===== config.mk =====
export PLATFORM = sky130hd
export DESIGN_NAME = dual_mode_binary_text_framer_core
export DESIGN_NICKNAME = d
export VERILOG_FILES = /design/src/rtl/dmf_pkg.sv /design/src/rtl/dmf_store.sv /design/src/rtl/dual_mode_binary_text_framer_core.sv
export SDC_FILE = /design/constraint.sdc
export NUM_CORES = 2
export LEC_CHECK = 0
export BUFFER_PORTS_ARGS = -buffer_cell sky130_fd_sc_hd__buf_4
export CAP_MARGIN = 20
export CORE_MARGIN = 4
export CORE_UTILIZATION = 60
export DETAILED_ROUTE_END_ITERATION = 8
export PLACE_DENSITY_LB_ADDON = 0.12
export SLEW_MARGIN = 20
export SYNTH_ARGS = -nofsm -noshare
export SYNTH_HDL_FRONTEND = slang
export SYNTH_SLANG_ARGS = --single-unit

===== constraint.sdc =====
create_clock -name clk -period 10.98 [get_ports clk]
set_input_delay 0.549 -clock clk [delete_from_list [all_inputs] [get_ports clk]]
set_output_delay 0.549 -clock clk [all_outputs]
set_load 0.005 [all_outputs]

===== src/rtl/dmf_pkg.sv =====
`timescale 1ns / 1ps
package dmf_pkg;
	localparam int FRAME_BYTES_DEF = 128;
	localparam int LINE_BYTES_DEF  = 256;
	localparam int STORE_DEPTH     = 256;
	localparam int STORE_AW        = 8;

	localparam logic [7:0] CH_LF    = 8'h0a;
	localparam logic [7:0] CH_CR    = 8'h0d;
	localparam logic [7:0] CH_START = 8'h3e;

	localparam logic [63:0] PFX_SETDATA = 64'h2061746164746573;
	localparam logic [55:0] PFX_MATCH   = 56'h20686374616d25;

	localparam logic [6:0]  NAME_MAX  = 7'd100;
	localparam logic [32:0] TOTAL_MAX = 33'd109;

	typedef enum logic [1:0] {PART_HDR = 2'd0, PART_NAME = 2'd1, PART_VALUE = 2'd2} part_t;
	typedef enum logic [1:0] {
		KIND_BIN = 2'd0, KIND_SET = 2'd1, KIND_MATCH = 2'd2, KIND_OTHER = 2'd3
	} kind_t;
	typedef enum logic [1:0] {
		ST_OK = 2'd0, ST_BAD_NAME = 2'd1, ST_TOO_LONG = 2'd2, ST_IGNORED = 2'd3
	} status_t;
	typedef enum logic [1:0] {MODE_IDLE, MODE_BIN, MODE_TEXT} mode_t;
	typedef enum logic [2:0] {
		SQ_RX, SQ_FA, SQ_FD, SQ_HDR, SQ_WA, SQ_WD, SQ_WE
	} seq_t;
endpackage


===== src/rtl/dmf_store.sv =====
`timescale 1ns / 1ps
module dmf_store import dmf_pkg::*; (
	input  logic                clk,
	input  logic                wr_en,
	input  logic [STORE_AW-1:0] wr_addr,
	input  logic [7:0]          wr_data,
	input  logic                rd_en,
	input  logic [STORE_AW-1:0] rd_addr,
	output logic [7:0]          rd_data
);
	logic [7:0] mem [STORE_DEPTH];

	always_ff @(posedge clk) begin
		if (wr_en) begin
			mem[wr_addr] <= wr_data;
		end
		if (rd_en) begin
			rd_data <= mem[rd_addr];
		end
	end
endmodule


===== src/rtl/dual_mode_binary_text_framer_core.sv =====
`timescale 1ns / 1ps
// Serial framer: bytes are written into a 256-byte store as they arrive, one per cycle
// while in_ready is high. At the end of a binary frame or text line the block stops taking
// bytes and a sequencer reads the store back one byte at a time, each registered read taking
// an address state and then a data state. A binary frame fetches its 18 header bytes and a
// text line its 8-byte prefix; the sequencer then emits a header item and, for a good frame
// or a setdata or match line, reads the payload bytes into words and emits each word,
// waiting while the output is stalled. A rejected frame or an ignored line emits only its
// header.
module dual_mode_binary_text_framer_core import dmf_pkg::*; #(
	parameter int FRAME_BYTES = FRAME_BYTES_DEF,
	parameter int LINE_BYTES  = LINE_BYTES_DEF
) (
	input  logic        clk,
	input  logic        arst_n,
	input  logic        in_valid,
	output logic        in_ready,
	input  logic [7:0]  rx_byte,
	output logic        out_valid,
	input  logic        out_ready,
	output logic [1:0]  part,
	output logic [1:0]  kind,
	output logic [1:0]  status,
	output logic [6:0]  name_length,
	output logic [63:0] stamp,
	output logic [31:0] data_type,
	output logic [7:0]  payload_length,
	output logic [63:0] word,
	output logic [3:0]  word_bytes,
	output logic        last
);
	localparam int LINE_LIMIT = (LINE_BYTES < 256) ? LINE_BYTES : 256;
	localparam logic [8:0] FRAME_N  = 9'(FRAME_BYTES);
	localparam logic [8:0] LINE_TOP = 9'(LINE_LIMIT - 1);

	seq_t          sq_q, sq_d;
	mode_t         mode_q;
	logic [7:0]    cnt_q;
	logic [7:0]    len_q;
	logic          txt_q;
	logic [4:0]    f_q;
	logic [143:0]  acc_q;
	logic [15:0]   nlen_q;
	logic          zero_q;
	logic [8:0]    w_addr_q;
	logic [7:0]    rem_q;
	logic [3:0]    wb_q;
	logic [63:0]   w_acc_q;
	part_t         rpart_q;
	kind_t         rkind_q;

	logic          rx_acc, eol, ld;
	logic          wr_en, rd_en;
	logic [7:0]    wr_addr, rd_addr, rd_data, rbyte;
	logic [8:0]    fa_addr;
	logic [31:0]   dlen;
	logic          bad_name, too_long, is_set, is_match, hdr_done, we_last;

	dmf_store u_store (
		.clk     (clk),
		.wr_en   (wr_en),
		.wr_addr (wr_addr),
		.wr_data (rx_byte),
		.rd_en   (rd_en),
		.rd_addr (rd_addr),
		.rd_data (rd_data)
	);

	assign in_ready = (sq_q == SQ_RX);
	assign rx_acc   = in_valid && in_ready;
	assign eol      = (rx_byte == CH_LF) || (rx_byte == CH_CR);
	assign ld       = !out_valid || out_ready;
	assign rbyte    = zero_q ? 8'd0 : rd_data;
	assign dlen     = acc_q[143:112];
	assign bad_name = (nlen_q == 16'd0) || (nlen_q > {9'd0, NAME_MAX});
	assign too_long = ({17'd0, nlen_q} + {1'b0, dlen}) > TOTAL_MAX;
	assign is_set   = (len_q > 8'd8) && (acc_q[143:80] == PFX_SETDATA);
	assign is_match = (len_q > 8'd7) && (acc_q[135:80] == PFX_MATCH);
	assign hdr_done = txt_q ? !(is_set || is_match) : (bad_name || too_long);
	assign we_last  = (rem_q == 8'd0) && !(rpart_q == PART_NAME && dlen != 32'd0);
	assign fa_addr  = txt_q ? {4'd0, f_q} :
		(f_q == 5'd0) ? 9'd1 :
		(f_q == 5'd1) ? 9'd2 : nlen_q[8:0] + {4'd0, f_q} + 9'd1;

	always_comb begin
		wr_en   = 1'b0;
		wr_addr = '0;
		rd_en   = 1'b0;
		rd_addr = '0;
		if (rx_acc) begin
			unique case (mode_q)
				MODE_BIN: begin
					wr_en   = 1'b1;
					wr_addr = cnt_q;
				end
				MODE_TEXT: begin
					wr_en   = !eol && ({1'b0, cnt_q} < LINE_TOP);
					wr_addr = cnt_q;
				end
				default: begin
					wr_en   = !eol;
					wr_addr = '0;
				end
			endcase
		end
		if (sq_q == SQ_FA) begin
			rd_en   = 1'b1;
			rd_addr = fa_addr[7:0];
		end else if (sq_q == SQ_WA) begin
			rd_en   = 1'b1;
			rd_addr = w_addr_q[7:0];
		end
	end

	always_comb begin
		sq_d = sq_q;
		unique case (sq_q)
			SQ_RX: begin
				if (rx_acc && mode_q == MODE_BIN && ({1'b0, cnt_q} + 9'd1) >= FRAME_N) begin
					sq_d = SQ_FA;
				end else if (rx_acc && mode_q == MODE_TEXT && eol) begin
					sq_d = SQ_FA;
				end
			end
			SQ_FA: sq_d = SQ_FD;
			SQ_FD: begin
				if (txt_q ? (f_q == 5'd7) : (f_q == 5'd17)) begin
					sq_d = SQ_HDR;
				end else begin
					sq_d = SQ_FA;
				end
			end
			SQ_HDR: begin
				if (ld) begin
					sq_d = hdr_done ? SQ_RX : SQ_WA;
				end
			end
			SQ_WA: sq_d = SQ_WD;
			SQ_WD: begin
				if (wb_q == 4'd7 || rem_q == 8'd1) begin
					sq_d = SQ_WE;
				end else begin
					sq_d = SQ_WA;
				end
			end
			SQ_WE: begin
				if (ld) begin
					sq_d = we_last ? SQ_RX : SQ_WA;
				end
			end
			default: sq_d = SQ_RX;
		endcase
	end

	always_ff @(posedge clk or negedge arst_n) begin
		if (!arst_n) begin
			sq_q      <= SQ_RX;
			mode_q    <= MODE_IDLE;
			cnt_q     <= '0;
			out_valid <= 1'b0;
		end else begin
			sq_q <= sq_d;
			if ((sq_q == SQ_HDR || sq_q == SQ_WE) && ld) begin
				out_valid <= 1'b1;
			end else if (out_valid && out_ready) begin
				out_valid <= 1'b0;
			end
			if (rx_acc) begin
				unique case (mode_q)
					MODE_BIN: begin
						if (({1'b0, cnt_q} + 9'd1) >= FRAME_N) begin
							mode_q <= MODE_IDLE;
							cnt_q  <= '0;
						end else begin
							cnt_q <= cnt_q + 8'd1;
						end
					end
					MODE_TEXT: begin
						if (!eol && ({1'b0, cnt_q} < LINE_TOP)) begin
							cnt_q <= cnt_q + 8'd1;
						end else begin
							mode_q <= MODE_IDLE;
							cnt_q  <= '0;
						end
					end
					default: begin
						if (rx_byte == CH_START) begin
							mode_q <= MODE_BIN;
							cnt_q  <= 8'd1;
						end else if (!eol) begin
							mode_q <= MODE_TEXT;
							cnt_q  <= 8'd1;
						end
					end
				endcase
			end
		end
	end

	always_ff @(posedge clk) begin
		if (sq_q == SQ_RX && rx_acc) begin
			txt_q <= (mode_q == MODE_TEXT);
			len_q <= cnt_q;
			f_q   <= '0;
		end
		if (sq_q == SQ_FA) begin
			zero_q <= !txt_q && (fa_addr >= FRAME_N);
		end
		if (sq_q == SQ_FD) begin
			acc_q <= {rbyte, acc_q[143:8]};
			f_q   <= f_q + 5'd1;
			if (f_q == 5'd1) begin
				nlen_q <= {rbyte, acc_q[143:136]};
			end
		end
		if (sq_q == SQ_WA) begin
			zero_q <= !txt_q && (w_addr_q >= FRAME_N);
		end
		if (sq_q == SQ_WD) begin
			for (int i = 0; i < 8; i++) begin
				if (wb_q == 4'(i)) begin
					w_acc_q[8*i +: 8] <= rbyte;
				end
			end
			wb_q     <= wb_q + 4'd1;
			w_addr_q <= w_addr_q + 9'd1;
			rem_q    <= rem_q - 8'd1;
		end
		if (sq_q == SQ_HDR && ld) begin
			part       <= PART_HDR;
			word       <= '0;
			word_bytes <= '0;
			last       <= hdr_done;
			wb_q       <= '0;
			w_acc_q    <= '0;
			if (txt_q) begin
				stamp       <= '0;
				data_type   <= '0;
				name_length <= '0;
				rpart_q     <= PART_VALUE;
				if (is_set) begin
					kind           <= KIND_SET;
					status         <= ST_OK;
					payload_length <= len_q - 8'd8;
					rkind_q        <= KIND_SET;
					w_addr_q       <= 9'd8;
					rem_q          <= len_q - 8'd8;
				end else if (is_match) begin
					kind           <= KIND_MATCH;
					status         <= ST_OK;
					payload_length <= len_q;
					rkind_q        <= KIND_MATCH;
					w_addr_q       <= 9'd0;
					rem_q          <= len_q;
				end else begin
					kind           <= KIND_OTHER;
					status         <= ST_IGNORED;
					payload_length <= '0;
				end
			end else begin
				kind <= KIND_BIN;
				if (bad_name) begin
					status         <= ST_BAD_NAME;
					name_length    <= '0;
					stamp          <= '0;
					data_type      <= '0;
					payload_length <= '0;
				end else if (too_long) begin
					status         <= ST_TOO_LONG;
					name_length    <= nlen_q[6:0];
					stamp          <= '0;
					data_type      <= '0;
					payload_length <= '0;
				end else begin
					status         <= ST_OK;
					name_length    <= nlen_q[6:0];
					stamp          <= acc_q[79:16];
					data_type      <= acc_q[111:80];
					payload_length <= dlen[7:0];
				end
				rkind_q  <= KIND_BIN;
				rpart_q  <= PART_NAME;
				w_addr_q <= 9'd3;
				rem_q    <= nlen_q[7:0];
			end
		end
		if (sq_q == SQ_WE && ld) begin
			part           <= rpart_q;
			kind           <= rkind_q;
			status         <= ST_OK;
			name_length    <= '0;
			stamp          <= '0;
			data_type      <= '0;
			payload_length <= '0;
			word           <= w_acc_q;
			word_bytes     <= wb_q;
			last           <= we_last;
			wb_q           <= '0;
			w_acc_q        <= '0;
			if (rem_q == 8'd0 && !we_last) begin
				rpart_q  <= PART_VALUE;
				rem_q    <= dlen[7:0];
				w_addr_q <= w_addr_q + 9'd16;
			end
		end
	end

	a_read_order: assert property (@(posedge clk) disable iff (!arst_n)
		(sq_q == SQ_FD) |-> ($past(sq_q) == SQ_FA))
		else $error("field byte used without a read");
	a_hdr_bytes: assert property (@(posedge clk) disable iff (!arst_n)
		(out_valid && part == PART_HDR) |-> (word_bytes == 4'd0))
		else $error("header carries word bytes");
	a_word_bytes: assert property (@(posedge clk) disable iff (!arst_n)
		(out_valid && part != PART_HDR) |-> (word_bytes != 4'd0 && word_bytes <= 4'd8))
		else $error("word byte count out of range");
	a_no_rx_busy: assert property (@(posedge clk) disable iff (!arst_n)
		(sq_q == SQ_WD) |-> !in_ready)
		else $error("request taken while draining");
endmodule


==> flow_summary.json <==
{
  "status": "complete, no violations",
  "design.portCount": 200,
  "synthTopCellsByArea": "sky130_fd_sc_hd__edfxtp_1, sky130_fd_sc_hd__nand2_1, sky130_fd_sc_hd__dfxtp_1",
  "post_cts_resize_count": 0,
  "syn-mean-instance-area_um2": 12.99,
  "die_w_um": 417.4,
  "netlist_area_um2": 100600,
  "critical-path-slowest-cell": "sky130_fd_sc_hd__a211oi_1",
  "cts_sinks": 2504,
  "swShare_pct": 36.86,
  "path_clk_slew_ps": 60,
  "timing.setup.tns_ps": 0,
  "total_leakage_power_nw": 38.27,
  "ctsHtreeMaxLevel": 4,
  "p_sw_mw": 10.29,
  "hold_viol_final": 0,
  "synth_area_leader_cell": "sky130_fd_sc_hd__edfxtp_1",
  "timing.max_slew.rel_slack_pct": 16.35,
  "cell_internal_pwr_mw": 17.63,
  "seq_power_share_pct": 40.1,
  "final_layout_size_suffix_gt1_share_pct": 9.955,
  "clk_path_buf_depth": 3,
  "dp_slack_ps": 4709,
  "critical_path_start_type": "flip-flop",
  "antenna_found_initial": 14,
  "min_period_ps": 6528,
  "core-area_um2": 165700,
  "path_max_fanout": 112,
  "first_global_vias": 62950,
  "count_of_filler_cells_inserted_in_the_layout": 11760,
  "drt_iter0_drc": 10560,
  "place.gp.congestion": 0.9503,
  "grt_remaining_overflow": 0,
  "postRouteAntennaNets": 0,
  "pwr_density_cell_nw_per_um2": 250.1,
  "cts_buffers": 237,
  "core.rowCount": 149,
  "area_growth_syn_to_layout_pct": 10.98,
  "worst_path_most_repeated_cell": "sky130_fd_sc_hd__buf_4",
  "worstSetupEndpointType": "flip-flop",
  "global_route.usage.total_pct": 34.79,
  "floorplan.die.height_um": 417.4,
  "critical_path_at_ps": 7270,
  "clock_insertion_delay_at_the_later_pin_of_the_skew_report_ps": 890,
  "synth_cells": 7740,
  "ys_types": 93,
  "clock_tree_from_tritoncts": "yes",
  "synth_top_cell_area_share_pct": 68.50,
  "fmax_ghz": 0.1532,
  "root_buffer": "sky130_fd_sc_hd__clkbuf_16",
  "initial_utilization_pct": 60.68,
  "io_buffer_count": 199,
  "slew_violations": 0,
  "synthTopCellsByCount": "sky130_fd_sc_hd__edfxtp_1, sky130_fd_sc_hd__nand2_1, sky130_fd_sc_hd__nand3_1",
  "number_of_cells_traversed_by_the_worst_register_to_register_path": 15,
  "synth-seq-area-share_pct": 72.75,
  "synthFlopType": "sky130_fd_sc_hd__edfxtp_1",
  "setup.worst_path.class": "reg2reg",
  "avgRoutedWirePerCell_um": 29.97,
  "grt_setup_unrepaired": "no",
  "finalNetCount": 7905,
  "ffs_latches_synth": 2504,
  "synth_async_sr_flop_share_pct": 0.5591,
  "place_hpwl_um": 184900,
  "setup_crit_end": "u_store.rd_data[0]$_DFFE_PP_",
  "p_comb_share_pct": 31.1,
  "slowest_delay_ps": 740,
  "r2r_setup_slack_ps": 4450,
  "worst_pin_slew_ps": 1242,
  "grt_start_max_net_pins": 204,
  "clock_power_share_pct": 28.8,
  "setup_violations": 0,
  "detailedRoute.firstPassIterationCount": 7,
  "part_of_the_cycle_the_worst_path_needs_pct": 59.46,
  "mappedNetlistNets": 7793,
  "launch_point_of_the_worst_path": "f_q[1]$_SDFFCE_PN0P_",
  "worst_ir_drop_vdd_mv": 0.2835,
  "critical_path_required_ps": 11730,
  "die_area_um2": 174200,
  "critical_path.reg2reg.endpoint": "u_store.rd_data[0]$_DFFE_PP_",
  "worstReg2RegStart": "f_q[1]$_SDFFCE_PN0P_",
  "wire_length_of_the_first_global_routing_pass_um": 440700,
  "yosys_warnings": 0,
  "final.setup_skew_ps": 29.21,
  "routed-via-count": 67380,
  "finalCoreUtilization_pct": 67.34,
  "wl_um": 307400,
  "drt_drc_violations_left": 0,
  "fin_total_pwr_mw": 27.92,
  "via_per_inst": 6.568,
  "timing.hold.worst.class": "in2async",
  "post_cts_setup_buffers": 0,
  "yosys.cell_count.top_type": "sky130_fd_sc_hd__edfxtp_1",
  "maxCapViolCount": 0,
  "number_of_enable_flip_flop_cells_after_synthesis": 2294,
  "layout_setup_ws_ps": 4452,
  "worstPathCellList": "inv_1 -> ha_1 -> or4b_4 -> a221o_2 -> buf_4 -> a21oi_4 -> buf_12 -> buf_4 -> nand2_1 -> a311oi_1 -> a31oi_1 -> a22oi_1 -> nand3_1 -> a211oi_1 -> o311a_1"
}
what timing repair did:
| action | in CTS | in global routing |
|---|---|---|
| hold buffers | 1 | 0 |
| endpoints found under the setup margin | 0 | 0 |
| hold endpoints to repair | 14 | 0 |
cells in the final DEF (no fill, tap or decap), types with 124 or more instances in the layout:
cell	n
sky130_fd_sc_hd__clkbuf_16	242
sky130_fd_sc_hd__nor2_1	461
sky130_fd_sc_hd__nand2_1	1799
sky130_fd_sc_hd__nand3_1	717
sky130_fd_sc_hd__o21ai_0	173
sky130_fd_sc_hd__a21oi_1	241
sky130_fd_sc_hd__dfxtp_1	196
sky130_fd_sc_hd__edfxtp_1	2294
sky130_fd_sc_hd__mux2i_1	124
sky130_fd_sc_hd__inv_1	151
sky130_fd_sc_hd__buf_4	318
critical path, delay by kind of cell, from the launching register on:
kind | cells | cell delay, ps
compound gates | 7 | 2800
fa+ha+maj | 1 | 180
buf+inv | 4 | 1630
flops | 1 | 550
simple gates | 3 | 1020
through the flow:
step           instances  hold slack (ps)  instance area (um2)
2_1_floorplan       7740            253.4               100600
3_3_place_gp        9799            425.1               104000
3_5_place_dp        9800            426.2               104000
4_1_cts            10240            25.58               111500
5_1_grt            10250            68.22               111600
6_report           10260            80.55               111600
worst min path at each step:
stage	from	end	cells after the start
6_report	arst_n	out_valid$_DFFE_PN0P_	2
5_1_grt	arst_n	out_valid$_DFFE_PN0P_	2
4_1_cts	arst_n	out_valid$_DFFE_PN0P_	2
3_5_place_dp	arst_n	out_valid$_DFFE_PN0P_	1
3_3_place_gp	arst_n	out_valid$_DFFE_PN0P_	1
2_1_floorplan	arst_n	cnt_q[0]$_DFFE_PN0P_	0
power by group through the flow:
stage	clock network (mW)	registers [mW]	logic, mW
2_1_floorplan	0	11.2	4.98
3_3_place_gp	0	11.4	8.25
3_5_place_dp	0	11.4	8.34
4_1_cts	8.07	11.2	8.38
5_1_grt	8.49	11.2	8.97
6_report	8.05	11.2	8.68
layout make-up:
class	count	area [um2]	share of cell area [%]
clock inverters	125	1140	1.021
multi-input cells	4615	24760	22.19
diodes	14	35.03	0.03139
flip-flops and latches	2504	73160	65.55
well taps	2189	2739	2.454
clock buffers	318	6401	5.735
inverters	153	579.3	0.5191
repair buffers	341	2790	2.500
per-layer routing:
| layer | vias to the layer above | wire length [um] | track usage [%] |
|---|---|---|---|
| met4 | 16 | 21540 | 20.68 |
| met1 | 33040 | 109600 | 46.56 |
| li1 | 28620 | - | - |
| met3 | 974 | 39470 | 9.416 |
| met5 | - | 103 | 0 |
| met2 | 4730 | 136800 | 51.72 |
registers in the layout, indices dropped and copies added, names as in the netlist, 9 cells and up:
| signal | count |
|---|---|
| acc_q | 128 |
| w_addr_q | 9 |
| w_acc_q | 64 |
| nlen_q | 16 |
| stamp | 64 |
| u_store.mem | 2048 |
| word | 64 |
| data_type | 32 |
kinds of logic after synthesis:
family                     after synthesis  synth area share [%]
and+or+nand+nor                       3423                 14.76
xor gates and xnor gates                43                0.3745
adders and majority gates               41                0.5251
DFF                                   2504                 72.75
buffers and inverters                  621                 2.824
AOI/OAI and AO/OA                      909                 5.921
muxes                                  199                 2.847
(Power assumes the default switching activity.)
